<file path="config.mk">
export PLATFORM = sky130hd
export DESIGN_NAME = virtio_balloon_mmio_registers
export DESIGN_NICKNAME = d
export VERILOG_FILES = /design/src/hw/rtl/vbmmio_pkg.sv /design/src/hw/rtl/vbmmio_timer.sv /design/src/hw/rtl/vbmmio_regs.sv /design/src/hw/rtl/virtio_balloon_mmio_registers.sv
export SDC_FILE = /design/constraint.sdc
export NUM_CORES = 1
export LEC_CHECK = 0
export BUFFER_PORTS_ARGS = -buffer_cell sky130_fd_sc_hd__clkbuf_2
export CORE_ASPECT_RATIO = 1.25
export CORE_UTILIZATION = 46
export DETAILED_ROUTE_END_ITERATION = 8
export SKIP_CTS_REPAIR_TIMING = 1
export SYNTH_ARGS = -nofsm -noshare
export SYNTH_HDL_FRONTEND = slang
export SYNTH_SLANG_ARGS = --single-unit
export TNS_END_PERCENT = 50
</file>
<file path="constraint.sdc">
create_clock -name clk -period 3.8 [get_ports clk]
set_input_delay 0.38 -clock clk [delete_from_list [all_inputs] [get_ports clk]]
set_output_delay 0.38 -clock clk [all_outputs]
set_load 0.03 [all_outputs]
</file>
<file path="src/hw/rtl/vbmmio_pkg.sv">
// Shared types, offsets and constants of the balloon virtio-mmio register block.
package vbmmio_pkg;

  // Stream widths
  localparam int IN_TDATA_W  = 112;
  localparam int IN_TUSER_W  = 1;
  localparam int OUT_TDATA_W = 40;
  localparam int OUT_PAD_W   = 3;
  localparam int CFG_IDX_W   = 1;
  localparam int CFG_DATA_W  = 32;

  // Config register indexes
  localparam logic [CFG_IDX_W-1:0] CFG_PAGE_GOAL       = 1'd0;
  localparam logic [CFG_IDX_W-1:0] CFG_RETARGET_PERIOD = 1'd1;

  localparam logic [31:0] PAGE_GOAL_RST       = 32'd1024;
  localparam logic [31:0] RETARGET_PERIOD_RST = 32'h0800_0000;

  // Access kinds
  localparam logic ACT_READ  = 1'b0;
  localparam logic ACT_WRITE = 1'b1;

  // Register offsets
  localparam logic [8:0] OFF_MAGIC       = 9'h000;
  localparam logic [8:0] OFF_VERSION     = 9'h004;
  localparam logic [8:0] OFF_DEVICE_ID   = 9'h008;
  localparam logic [8:0] OFF_VENDOR_ID   = 9'h00C;
  localparam logic [8:0] OFF_DEV_FEAT    = 9'h010;
  localparam logic [8:0] OFF_DEV_FEAT_SEL = 9'h014;
  localparam logic [8:0] OFF_QUEUE_SEL   = 9'h030;
  localparam logic [8:0] OFF_QUEUE_NUM_MAX = 9'h034;
  localparam logic [8:0] OFF_QUEUE_READY = 9'h044;
  localparam logic [8:0] OFF_QUEUE_NOTIFY = 9'h050;
  localparam logic [8:0] OFF_INT_STATUS  = 9'h060;
  localparam logic [8:0] OFF_INT_ACK     = 9'h064;
  localparam logic [8:0] OFF_STATUS      = 9'h070;
  localparam logic [8:0] OFF_CFG_GEN     = 9'h0FC;
  localparam logic [8:0] OFF_NUM_PAGES   = 9'h100;
  localparam logic [8:0] OFF_ACTUAL      = 9'h104;

  // Identity values
  localparam logic [31:0] ID_MAGIC   = 32'h7472_6976;
  localparam logic [31:0] ID_VERSION = 32'd2;
  localparam logic [31:0] ID_DEVICE  = 32'd5;
  localparam logic [31:0] ID_VENDOR  = 32'h494D_5246;
  localparam logic [31:0] QSIZE_MAX  = 32'd64;

  localparam int          STATUS_DRV_OK_BIT = 2;
  localparam logic [1:0]  IRQ_CONFIG        = 2'b10;

  typedef struct packed {
    logic        action;
    logic [8:0]  byte_offset;
    logic [31:0] write_data;
    logic [63:0] time_now;
  } item_t;

  // Packed so that read_data sits in the lowest bits
  typedef struct packed {
    logic        notify_queue;
    logic        notify_request;
    logic        config_irq_raised;
    logic [1:0]  interrupt_status;
    logic [31:0] read_data;
  } res_t;

  typedef struct packed {
    logic        fire;
    logic [63:0] deadline;
  } tmr_res_t;

endpackage

</file>
<file path="src/hw/rtl/vbmmio_timer.sv">
// Retarget timer: deadline check and next deadline.
module vbmmio_timer (
  input  logic                    run,
  input  logic                    drv_ok,
  input  logic [63:0]             deadline,
  input  logic [63:0]             time_now,
  input  logic [31:0]             period,
  output vbmmio_pkg::tmr_res_t    tmr
);
  import vbmmio_pkg::*;

  logic passed;

  // zero deadline means none armed yet, so the first run flips
  assign passed       = (deadline == 64'd0) || (time_now >= deadline);
  assign tmr.fire     = run && drv_ok && passed;
  assign tmr.deadline = time_now + {32'd0, period};

endmodule

</file>
<file path="src/hw/rtl/vbmmio_regs.sv">
// Device state registers, read/write decode and result forming.
module vbmmio_regs (
  input  logic                clk,
  input  logic                rst,
  input  logic                fire,
  input  vbmmio_pkg::item_t   item,
  input  logic [31:0]         page_goal,
  input  logic [31:0]         retarget_period,
  output vbmmio_pkg::res_t    res
);
  import vbmmio_pkg::*;

  logic [31:0] device_status, device_status_next;
  logic [31:0] feature_select, feature_select_next;
  logic [1:0]  pending_interrupts, pending_interrupts_next;
  logic [31:0] selected_queue, selected_queue_next;
  logic [1:0]  queue_ready, queue_ready_next;
  logic [31:0] target_pages, target_pages_next;
  logic [31:0] reported_pages, reported_pages_next;
  logic [31:0] config_generation, config_generation_next;
  logic [63:0] retarget_deadline, retarget_deadline_next;

  // decode stage values, before the timer is applied
  logic [1:0]  pend_wr;
  logic [31:0] target_wr;
  logic [31:0] gen_wr;
  logic [63:0] deadline_wr;
  logic        tmr_run;
  logic        drv_ok;
  logic [31:0] rd;
  logic        nreq;
  logic        nq;
  tmr_res_t    tmr;

  always_comb begin
    device_status_next  = device_status;
    feature_select_next = feature_select;
    selected_queue_next = selected_queue;
    queue_ready_next    = queue_ready;
    reported_pages_next = reported_pages;
    pend_wr             = pending_interrupts;
    target_wr           = target_pages;
    gen_wr              = config_generation;
    deadline_wr         = retarget_deadline;
    tmr_run             = 1'b0;
    drv_ok              = device_status[STATUS_DRV_OK_BIT];
    rd                  = '0;
    nreq                = 1'b0;
    nq                  = 1'b0;
    if (item.action == ACT_READ) begin
      case (item.byte_offset)
        OFF_MAGIC:         rd = ID_MAGIC;
        OFF_VERSION:       rd = ID_VERSION;
        OFF_DEVICE_ID:     rd = ID_DEVICE;
        OFF_VENDOR_ID:     rd = ID_VENDOR;
        OFF_DEV_FEAT:      rd = {31'd0, feature_select == 32'd1};
        OFF_QUEUE_NUM_MAX: rd = (selected_queue < 32'd2) ? QSIZE_MAX : 32'd0;
        OFF_QUEUE_READY:   rd = {31'd0, queue_ready[selected_queue[0]]};
        OFF_INT_STATUS:    rd = {30'd0, pending_interrupts};
        OFF_STATUS:        rd = device_status;
        OFF_CFG_GEN:       rd = config_generation;
        OFF_NUM_PAGES:     rd = target_pages;
        OFF_ACTUAL:        rd = reported_pages;
        default:           rd = '0;
      endcase
    end else begin
      case (item.byte_offset)
        OFF_DEV_FEAT_SEL: feature_select_next = item.write_data;
        OFF_QUEUE_SEL:    selected_queue_next = item.write_data;
        OFF_QUEUE_READY:  queue_ready_next[selected_queue[0]] = item.write_data[0];
        OFF_QUEUE_NOTIFY: begin
          tmr_run = 1'b1;
          if (item.write_data <= 32'd1) begin
            nreq = 1'b1;
            nq   = item.write_data[0];
          end
        end
        OFF_INT_ACK: begin
          pend_wr = pending_interrupts & ~item.write_data[1:0];
          tmr_run = 1'b1;
        end
        OFF_ACTUAL:       reported_pages_next = item.write_data;
        OFF_STATUS: begin
          device_status_next = item.write_data;
          drv_ok             = item.write_data[STATUS_DRV_OK_BIT];
          if (item.write_data == 32'd0) begin
            // device reset; selectors are kept
            pend_wr             = '0;
            target_wr           = '0;
            reported_pages_next = '0;
            gen_wr              = '0;
            deadline_wr         = '0;
            queue_ready_next    = '0;
          end else begin
            tmr_run = 1'b1;
          end
        end
        default: ;
      endcase
    end
  end

  vbmmio_timer u_timer (
    .run      (tmr_run),
    .drv_ok   (drv_ok),
    .deadline (retarget_deadline),
    .time_now (item.time_now),
    .period   (retarget_period),
    .tmr      (tmr)
  );

  always_comb begin
    pending_interrupts_next = pend_wr;
    target_pages_next       = target_wr;
    config_generation_next  = gen_wr;
    retarget_deadline_next  = deadline_wr;
    if (tmr.fire) begin
      pending_interrupts_next = pend_wr | IRQ_CONFIG;
      target_pages_next       = (target_pages == 32'd0) ? page_goal : 32'd0;
      config_generation_next  = config_generation + 32'd1;
      retarget_deadline_next  = tmr.deadline;
    end
  end

  always_ff @(posedge clk) begin
    if (rst) begin
      device_status      <= '0;
      feature_select     <= '0;
      pending_interrupts <= '0;
      selected_queue     <= '0;
      queue_ready        <= '0;
      target_pages       <= '0;
      reported_pages     <= '0;
      config_generation  <= '0;
      retarget_deadline  <= '0;
    end else if (fire) begin
      device_status      <= device_status_next;
      feature_select     <= feature_select_next;
      pending_interrupts <= pending_interrupts_next;
      selected_queue     <= selected_queue_next;
      queue_ready        <= queue_ready_next;
      target_pages       <= target_pages_next;
      reported_pages     <= reported_pages_next;
      config_generation  <= config_generation_next;
      retarget_deadline  <= retarget_deadline_next;
    end
  end

  assign res.read_data         = rd;
  assign res.interrupt_status  = pending_interrupts_next;
  assign res.config_irq_raised = tmr.fire;
  assign res.notify_request    = nreq;
  assign res.notify_queue      = nq;

endmodule

</file>
<file path="src/hw/rtl/virtio_balloon_mmio_registers.sv">
// Top level of the balloon virtio-mmio register block.
//
// One bus access per slave-side transfer: tuser carries the access kind
// (0 read, 1 write), tdata the byte offset, write data and current time.
// Each access returns one master-side transfer with read data, the pending
// interrupt bits after the access, a config-interrupt flag and a notify
// request with its queue number.
// An accepted transfer waits in the input register while decode and the
// 64-bit deadline compare and add run, then moves into the result register
// that drives m_tdata. Throughput is one access per cycle while the receiver
// takes results; the state is updated as an access moves into the result
// register, so the next access sees it.
// When the receiver stalls, the result register holds and the input register
// still takes one more access; s_tready drops only when both are full.
// The config port (cfg_we, cfg_index, cfg_wdata) writes page_goal (0) and
// retarget_period (1); write it only while no access is in flight.
// Synchronous reset clears all device state, empties both registers and puts
// the config registers back to 1024 pages and 0x08000000 ticks.
module virtio_balloon_mmio_registers (
  input  logic                                 clk,
  input  logic                                 rst,
  input  logic                                 s_tvalid,
  output logic                                 s_tready,
  // [8:0] byte_offset, [40:9] write_data, [104:41] time_now, rest zero
  input  logic [vbmmio_pkg::IN_TDATA_W-1:0]    s_tdata,
  // [0] action
  input  logic [vbmmio_pkg::IN_TUSER_W-1:0]    s_tuser,
  output logic                                 m_tvalid,
  input  logic                                 m_tready,
  // [31:0] read_data, [33:32] interrupt_status, [34] config_irq_raised,
  // [35] notify_request, [36] notify_queue, rest zero
  output logic [vbmmio_pkg::OUT_TDATA_W-1:0]   m_tdata,
  input  logic                                 cfg_we,
  input  logic [vbmmio_pkg::CFG_IDX_W-1:0]     cfg_index,
  input  logic [vbmmio_pkg::CFG_DATA_W-1:0]    cfg_wdata
);
  import vbmmio_pkg::*;

  logic        in_valid;
  item_t       in_item;
  logic        out_valid;
  res_t        out_res;
  res_t        res;
  logic        advance;
  logic        fire;
  logic [31:0] page_goal;
  logic [31:0] retarget_period;

  assign advance  = !out_valid || m_tready;
  assign fire     = in_valid && advance;
  assign s_tready = !in_valid || advance;

  always_ff @(posedge clk) begin
    if (rst) begin
      in_valid  <= 1'b0;
      out_valid <= 1'b0;
    end else begin
      if (s_tready) in_valid <= s_tvalid;
      if (advance) out_valid <= in_valid;
    end
  end

  always_ff @(posedge clk) begin
    if (s_tvalid && s_tready) begin
      in_item.action      <= s_tuser[0];
      in_item.byte_offset <= s_tdata[8:0];
      in_item.write_data  <= s_tdata[40:9];
      in_item.time_now    <= s_tdata[104:41];
    end
    if (fire) out_res <= res;
  end

  always_ff @(posedge clk) begin
    if (rst) begin
      page_goal       <= PAGE_GOAL_RST;
      retarget_period <= RETARGET_PERIOD_RST;
    end else if (cfg_we) begin
      case (cfg_index)
        CFG_PAGE_GOAL:       page_goal       <= cfg_wdata;
        CFG_RETARGET_PERIOD: retarget_period <= cfg_wdata;
        default: ;
      endcase
    end
  end

  vbmmio_regs u_regs (
    .clk             (clk),
    .rst             (rst),
    .fire            (fire),
    .item            (in_item),
    .page_goal       (page_goal),
    .retarget_period (retarget_period),
    .res             (res)
  );

  assign m_tvalid = out_valid;
  assign m_tdata  = {{OUT_PAD_W{1'b0}}, out_res};

endmodule

</file>
# Word-level counts from Yosys, hierarchy flattened
# Cells that the tools add are included.
# word_totals
in_bits	151
ff_bits	469
# op_classes
order_cmp	5
mux	30
n_eq_ne	17
n_reduce_logical	30
n_bitwise	3
addsub	2
# ops
operator	count
32-bit one-hot mux with 12 select lines	1
64-bit 2-to-1 mux	4
32-bit 2-to-1 mux	6
64-bit by 32-bit adder with 64-bit output	1
64-bit >= comparator	1
32-bit zero test	2
64-bit zero test	1
32-bit one-hot mux with 2 select lines	1
9-bit by 7-bit equality test with 1-bit output, second input constant	5
32-bit by 1-bit adder with 32-bit output, second input constant	1
32-bit by 1-bit equality test with 1-bit output, second input constant	1
32-bit by 1-bit <= comparator with 1-bit output, second input constant	1
32-bit by 2-bit less-than comparator with 1-bit output, second input constant	1
9-bit by 4-bit equality test with 1-bit output, second input constant	2
9-bit by 5-bit equality test with 1-bit output, second input constant	2
9-bit by 6-bit equality test with 1-bit output, second input constant	2
9-bit equality test, second input constant	2
3-bit AND reduction	4
4-bit AND reduction	3
2-bit nonzero test	5
9-bit by 3-bit equality test with 1-bit output, second input constant	1
9-bit by 8-bit equality test with 1-bit output, second input constant	1
9-bit zero test	1
1-bit 2-to-1 mux	8
17 further kinds	30

# Longest topological paths before layout
# Gate-level depths: netlist (run 1).
# depth
depth_word	8
ltp_mapped	12
mapped_depth_nobuf	10

# By module
# From an unflattened synthesis (run 1), not the netlist that was laid out.
# unflattened
cells_unflattened	2292
hier_area_um2	22152.5
# by_module_without_submodules
module	cells_each	area_per_inst_um2	instances
vbmmio_regs	1313	10857.9	1
virtio_balloon_mmio_registers	401	7061.8	1
vbmmio_timer	578	4232.8	1

# Least setup slack after synthesis (run 1)
# Ideal clock, no wire load.
# synth_path
path_kind	register -> register
startpoint	register out_valid (netlist: m_tvalid)
endpoint	register, netlist name in_item[0]
setup_slack_ns	-0.026
period_less_slack_ns	3.826
setup_time_ns	0.477
t_arrival_ns	3.350
path_stages_with_launch	4
cell_sequence	dfxtp_1 -> nor2b_1 -> nand2_1 -> and2_1
# synth_via
elab_chain_len	4
# synth_lines
item	line_no	rtl
start: declaration	virtio_balloon_mmio_registers.sv:41	logic out_valid;
start signal: assignment	virtio_balloon_mmio_registers.sv:59	if (advance) out_valid <= in_valid;
1-bit zero test	virtio_balloon_mmio_registers.sv:49	assign advance = !out_valid || m_tready;
1-bit logical OR	virtio_balloon_mmio_registers.sv:49	
1-bit logical OR	virtio_balloon_mmio_registers.sv:51	assign s_tready = !in_valid || advance;
via s_tready	virtio_balloon_mmio_registers.sv:23	output logic s_tready,
1-bit logical AND	virtio_balloon_mmio_registers.sv:64	if (s_tvalid && s_tready) begin
# The timed path passes the listed nets, and every way through them passes these cells.
# A chain may end at the register's enable or synchronous reset.

# Final worst setup path (run 1)
# layout_path
startpoint	register, netlist name in_item[13]
endpoint	register u_regs.retarget_deadline[62]
# layout_via
elab_chain_len	5
word_cells_on_any_way	9
# layout_lines
item	line_no	rtl
64-bit >= comparator	vbmmio_timer.sv:15	assign passed = (deadline == 64'd0) || (time_now >= deadline);
1-bit logical OR	vbmmio_timer.sv:15	
1-bit logical AND	vbmmio_timer.sv:16	assign tmr.fire = run && drv_ok && passed;
2-bit nonzero test (no line)	--	
4-bit AND reduction (no line)	--	
end signal: assignment	vbmmio_regs.sv:145	retarget_deadline <= retarget_deadline_next;
end: declaration	vbmmio_regs.sv:21	logic [63:0] retarget_deadline, retarget_deadline_next;
# Parallel ways exist; a longest one is shown, timed or not.

==> impl_results.md, run 1 <==
* HPWL after detailed placement at between 40 and 50 mm
* Minimum period implied by the final worst setup slack at around 3.6 ns
* Number of enable-type register cells in the synthesized netlist at approximately 140
* Total wire length at 66.03 mm
* Post-synthesis cell area at between 0.02 and 0.025 mm²
* Antenna-violating nets left at 0
* Core Box Area at 0.04710 mm²
* Adder-Cell Fraction of Synth Area at 0.05628
* Finished Cell Area at around 0.026 mm²
* Count of endpoints failing setup in the final report at 0
* Mux cell area share after synthesis at 0.01724
* DRC violation count after routing at 2
* Clock net sink count at about 470
* Total via count after detailed routing at roughly 19000
* Seq/Total Area, Yosys at 0.4936
* Kind of end point of the critical path: flop
* Post-CTS clock slew at the launch and capture registers of the worst setup and hold paths at around 0.060 ns
* DRC marker count from the first detailed-route iteration at 1278
* Initial standard-cell utilization of the core at 0.4654
* Syn_area_per_cell at a little over 9 µm²
* Portion of synthesized cell area occupied by the leading cell type at 0.2977
* Fillers at roughly 4300
* Synth Area in Simple Gates at 0.1903
* Via count of the first global-routing pass at about 18000
* Failing checks: design-rule violations
* Worst setup slack for register-to-register paths at around 0.21 ns
* Layout Area Growth over Synthesis at 19.46%
* Largest net degree at the start of global routing at 89
* Class of the tightest hold or removal check: input port to flop
* Ant. Diodes at 0
* Pleak at around 9.5 nW
* Site row count at 89
* Via density per instance at 5.759
* Predominant post-synthesis flop cell: dfxtp_1
* CTS Buffer Depth at 3
* Crit path required time at 4.29 ns
* Routed len/inst at 19.84 µm
* Most instantiated library cell after synthesis: nand2_1
* PD cells at roughly 420 mW/mm²
* Share of cells above drive strength 1 at 0.1293
* Library cells used by synthesis at 71
* Final #Nets at ~2900
* Detailed-router iteration count before antenna repair at 7
* Number of pins exceeding their max-slew limit in the final report at 0
* Arrival time worst endpoint at roughly 4 ns
* Total I/O pin count at about 190
* Syn. warnings at 0
* Floorplan die area at a little under 0.05 mm²
* Post-synthesis instance total at between 2000 and 2500
* Antenna violations before repair at 0
* Clock skew after layout at 0.01666 ns
* Ranking of synthesized cells by instance count: 470 x nand2_1, 326 x dfxtp_1, 311 x a21oi_1
* Setup repair after global routing missed its margin: no
* CTS tree: done
* Total track usage at 0.2667
* Total power at approximately 11 mW
* Sum Neg Setup Slack at 0 ns
* Count of input and output buffers at 182
* Gpl congestion at around 0.93
* Share of the clock period used by the worst path after layout at 0.9440
* Maximum frequency from static timing analysis at ~280 MHz
* Width of the die at about 200 µm
* Area after DPL at approximately 0.024 mm²
* Maximum resistive drop on vdd at about 0.00038 V
* Dominant combinational cell family by area after synthesis: simple AND/OR/NAND/NOR gates
* Flops & latches, synth at between 400 and 500
* First-pass GRT wire length at slightly above 100 mm
* Setup crit start kind: flop
* Outcome: finished with violations
* Clock root buffer master: clkbuf_16
* Count of max-cap constraint violations at 0
* Ranking of synthesized cells by area: dfxtp_1 30%, edfxtp_1 20%, nand2_1 8.0%
* Proportion of register bits with asynchronous set or reset after synthesis at 0
* Critical path class: flop to flop
* Number of buffers inserted during clock tree synthesis at slightly below 50
* Worst-case headroom to the max-slew limit at 0.2381
* Chip height at around 250 µm
* Largest fanout on the critical path at 17
* Library cell with the largest summed area after synthesis: dfxtp_1
* Post-synthesis compound-gate area fraction at 0.1789
* Leftover overflow at the end of global routing at 0
* H-tree depth at 2
* Transition time of the tightest slew-check pin at around 1.1 ns
* Worst-Skew Late Latency at a little over 0.6 ns
* Final Hold Vio Count at 0
* Synthesized-area fraction occupied by xor and xnor cells at 0.02197
worst paths after layout:
check | from | to | cells past startpoint
max | in_item[13] | u_regs.retarget_deadline[62] | 9
min | s_tvalid | in_valid | 3
max reg2reg | in_item[13] | u_regs.retarget_deadline[62] | 9
min reg2reg | u_regs.reported_pages[28] | u_regs.reported_pages[28] | 2
layout by cell type (no fill, tap or decap), types with 34 or more instances in the layout:
cell type and n:
nand2_1 470, dfxtp_1 326, a21oi_1 309, clkbuf_2 181, edfxtp_1 143, nand3_1 112
dlygate4sd3_1 105, ha_1 97, inv_1 87, nor2_1 80, a22o_1 75, nor4_1 53
clkbuf_16 52, o21ai_0 48, nand4_1 44, buf_4 40, xnor2_1 34
cell families after synthesis:
group	Yosys count
compound gates	618
xor+xnor	55
fa+ha+maj	98
buf+inv	232
flops	469
mux	35
other cells	1
simple gates	901
layer usage:
layer  vias to the layer above  GRT usage  part of all wire
li1                       9171          -                 -
met1                      9220     0.3333              0.41
met2                       660     0.4606              0.49
met3                       122    0.03477             0.057
met4                         0     0.1113             0.040
met5                         -          0                 0
registers in the layout, indices dropped and copies added (netlist names):
register and flops:
u_regs.selected_queue 32, u_regs.config_generation 32, u_regs.retarget_deadline 64, in_item 106
u_regs.queue_ready 2, u_regs.device_status 32, m_tvalid 1, u_regs.target_pages 32
in_valid 1, page_goal 32, u_regs.pending_interrupts 2, retarget_period 32
u_regs.feature_select 32, m_tdata 37, u_regs.reported_pages 32
worst max-delay path, cell delays in order, from the launching register on:
cell	delay (ns)
edfxtp_1	0.44
ha_1	0.41
nand2_1	0.14
o21bai_1	0.24
a221oi_1	0.37
o21ai_1	0.20
a2111o_1	0.69
a2111oi_0	0.60
xor2_1	0.15
a22o_1	0.22
area by class of cell:
| class | instances | area [µm²] | area share |
|---|---|---|---|
| clock buffer | 70 | 1393 | 0.05317 |
| clock inverter | 21 | 175.2 | 0.006689 |
| multi-input combinational | 1710 | 10250 | 0.3913 |
| timing repair buffer | 335 | 2429 | 0.09273 |
| tap | 637 | 797.0 | 0.03043 |
| sequential | 469 | 10820 | 0.4132 |
| inverter | 87 | 326.6 | 0.01247 |
where the power goes:
part           internal, mW  total [mW]  switching [mW]
registers              5.29        5.41           0.126
logic                 0.348       0.867           0.519
clock network          2.64        4.70            2.06
total                  8.28        11.0            2.70
stage by stage:
step	util	worst slack (ns)	instances	hold WS, ns
detailed placement	0.5004	0.2366	3133	0.4434
finish	0.5560	0.2128	3329	0.01695
CTS	0.5337	0.2260	3224	-0.09444
global route	0.5560	0.01202	3329	0.01345
global placement	0.5004	0.3345	3133	0.4342
floorplan	-	0.3692	2411	0.4214
Note: power is estimated with default switching activity, not from simulation.
==> run 2: changes to the inputs <==
Settings changed: REMOVE_ABC_BUFFERS set to 1, SYNTH_HIERARCHICAL set to 1.
==> impl_results.md, run 2 <==
* Detailed-router iteration count before antenna repair at 7
* Most numerous cell on the critical path: nor2_1
* Setup repair after global routing missed its margin: no
* Crit path required time at 4.29 ns
* Initial standard-cell utilization of the core at 0.4681
* Total via count after detailed routing at between 15000 and 20000
* Arrival time worst endpoint at between 4 and 5 ns
* Syn_area_per_cell at 9.665 µm²
* Worst setup slack for register-to-register paths at ~0.14 ns
* Library cell with the largest summed area after synthesis: dfxtp_1
* H-tree depth at 2
* Clock net sink count at around 470
* Total I/O pin count at around 190
* Post-synthesis cell area at between 0.02 and 0.025 mm²
* Flops & latches, synth at 469
* Gpl congestion at 0.9105
* M2 GR Usage at 0.4471
* Antenna-violating nets left at 0
* First-pass GRT wire length at between 90 and 100 mm
* Proportion of register bits with asynchronous set or reset after synthesis at 0
* Worst-Skew Late Latency at around 0.6 ns
* Largest fanout on the critical path at 30
* CP startpoint: in_item[21]
* Most instantiated library cell after synthesis: dfxtp_1
* Class of the tightest hold or removal check: input port to flop
* Clock skew after layout at 0.02600 ns
* Largest net degree at the start of global routing at between 100 and 150
* Site row count at 89
* PD cells at a little over 400 mW/mm²
* Final #Nets at ~2800
* Setup crit start kind: flop
* Met1 demand-to-capacity share in global routing at 0.3238
* Minimum period implied by the final worst setup slack at roughly 3.7 ns
* Outcome: completed
* Routed len/inst at about 20 µm
* Ranking of synthesized cells by area: dfxtp_1 29%, edfxtp_1 19%, ha_1 5.5%
* Ant. Diodes at 0
* Post-layout utilization of the core at 0.5705
* Post-CTS clock slew at the launch and capture registers of the worst setup and hold paths at around 0.06 ns
* Maximum resistive drop on vdd at around 0.00034 V
* Sum Neg Setup Slack at 0 ns
* Clock root buffer master: clkbuf_16
* Via count of the first global-routing pass at about 17000
* Syn. warnings at 6
* Finished Cell Area at ~0.027 mm²
* Count of endpoints failing setup in the final report at 0
* Worst-case headroom to the max-slew limit at 0.06898
* CTS tree: done
* Width of the die at 198.3 µm
* Switch share at 0.2391
* Area after DPL at approximately 0.024 mm²
* Routing usage on met3 at 0.02990
* Predominant post-synthesis flop cell: dfxtp_1
* Ranking of synthesized cells by instance count: 326 x dfxtp_1, 304 x nand2_1, 194 x a21oi_1
* DRC marker count from the first detailed-route iteration at between 1000 and 1500
* Number of pins exceeding their max-slew limit in the final report at 0
* Leading cell type in the layout, fill and taps excluded: dfxtp_1
* Share of cells above drive strength 1 at 0.1581
* Max stage delay cell, worst path: o41ai_2
* Number of buffers inserted during clock tree synthesis at 50
* CP endpoint: u_regs/config_generation[14]
* CTS Buffer Depth at 3
* Seq/Total Area, Yosys at 0.4884
* Critical path class: flop to flop
* Final Hold Vio Count at 0
* R2r endpoint: u_regs/config_generation[14]
* Transition time of the tightest slew-check pin at 1.385 ns
* Count of max-cap constraint violations at 0
* Kind of end point of the critical path: flop
* Count of input and output buffers at ~180
* HPWL after detailed placement at approximately 45 mm
* Part of the total power dissipated in the clock network at 0.430
* Total power at about 11 mW
* Antenna violations before repair at 0
* Post-synthesis instance total at 2292
* Layer carrying the most global-route usage: met2
* Length in cells of the worst reg-to-reg path at 12
* Max reg flops at about 110
* Sequential Power Share at 0.485
* Leftover overflow at the end of global routing at 0
* Slowest cell delay on critical path at just under 0.6 ns
* Largest register by flop count: in_item
* Total track usage at 0.2586
* Via density per instance at around 5.6
* Total wire length at around 65 mm
* Floorplan die area at between 0.04 and 0.05 mm²
* Share of the clock period used by the worst path after layout at 0.9635
* Number of enable-type register cells in the synthesized netlist at around 140
* Part of the power in combinational logic at 0.085
* Worst flop-to-flop path startpoint: in_item[21]
* Most frequent cells in the layout: 325 x dfxtp_1, 303 x nand2_1, 192 x a21oi_1
* Layout Area Growth over Synthesis at 21.88%
* Pleak at between 10 and 15 nW
* Ordered cell list for the critical path: ha_1 -> a21o_1 -> a221o_1 -> a21oi_2 -> nor2_1 -> a211o_1 -> a2111oi_4 -> o21ai_1 -> a31o_2 -> o41ai_2 -> buf_12 -> nor2_1
* Internal power summed over all cells at 8.463 mW
* Library cells used by synthesis at between 80 and 90
* Switching pwr at around 2.7 mW
* Core Box Area at about 0.047 mm²
* Maximum frequency from static timing analysis at roughly 270 MHz
* DRC violation count after routing at 0
* Chip height at approximately 250 µm
* Portion of synthesized cell area occupied by the leading cell type at 0.2946
-- run 2: changes by cell type after synthesis, moves of 17 or more --
| cell | before | now |
|---|---|---|
| a21o_1 | 26 | 43 |
| a21oi_1 | 311 | 194 |
| a221oi_1 | 33 | 3 |
| a22o_1 | 75 | 31 |
| a22oi_1 | 2 | 108 |
| mux2_2 | 22 | 2 |
| mux2i_1 | 13 | 64 |
| nand2_1 | 470 | 304 |
| nand2b_1 | 12 | 99 |
| nand3_1 | 112 | 66 |
| nor2_1 | 81 | 140 |
| o21ai_0 | 48 | 28 |
| xor2_1 | 21 | 45 |
-- run 2: cell type report --
type	count	area [µm²]
Multi-Input combinational cell	1602	10560
Fill cell	4232	20330
Sequential cell	469	10820
Inverter	86	322.8
Clock inverter	23	235.2
Tap cell	637	797.0
Clock buffer	68	1349
Timing Repair Buffer	389	2917
-- run 2: how the worst min path moves through the flow --
stage,startpoint,end,slack [ns],depth (start not counted)
final,s_tvalid,in_valid,0.03,3
after CTS,s_tdata[16],in_item[71],-0.08,1
after global routing,s_tdata[1],in_item[97],0.005,1
after floorplan,u_regs/pending_interrupts[0],u_regs/pending_interrupts[0],0.42,2
after detailed placement,u_regs/device_status[12],u_regs/device_status[12],0.44,2
after global placement,u_regs/feature_select[0],u_regs/feature_select[0],0.44,2
-- run 2: worst max-delay path: cells and delay by family (launching register included) --
family / cells / cell delay (ns)
compound gates: 8 / 2.43
fa+ha+maj: 1 / 0.31
buf+inv: 1 / 0.26
flops: 1 / 0.40
simple gates: 2 / 0.13
-- run 2: cells by family after synthesis --
group	after synthesis	share of synthesized area
other	1	0.0001693
flip-flops	469	0.4884
XOR/XNOR	92	0.03637
multiplexers	66	0.02993
AO/OA/AOI/OAI	545	0.1702
AND/OR/NAND/NOR	798	0.1750
buffers and inverters	223	0.04417
adder cells (fa/ha/maj)	98	0.05569
-- run 2: through the flow --
stage,setup slack [ns],instances,hold slack (ns)
6_report,0.1387,3274,0.02905
5_1_grt,0.0006835,3274,0.005381
4_1_cts,-0.1422,3163,-0.07741
3_5_place_dp,-0.1138,3072,0.4436
3_3_place_gp,-0.05128,3072,0.4371
2_1_floorplan,-3.886,2157,0.4205
-- run 2: power by group through the flow --
| stage | logic (mW) | registers, mW | clock network [mW] |
|---|---|---|---|
| after CTS | 0.856 | 5.39 | 4.89 |
| final | 0.949 | 5.39 | 4.78 |
| after global placement | 0.837 | 5.50 | 0 |
| after global routing | 1.03 | 5.40 | 5.08 |
| after detailed placement | 0.851 | 5.50 | 0 |
| after floorplan | 0.445 | 5.51 | 0 |
-- run 2: layer usage --
layer,wire (µm),vias up
met2,32430,534
li1,-,8879
met4,2677,0
met1,27190,8808
met5,0,-
met3,2927,129
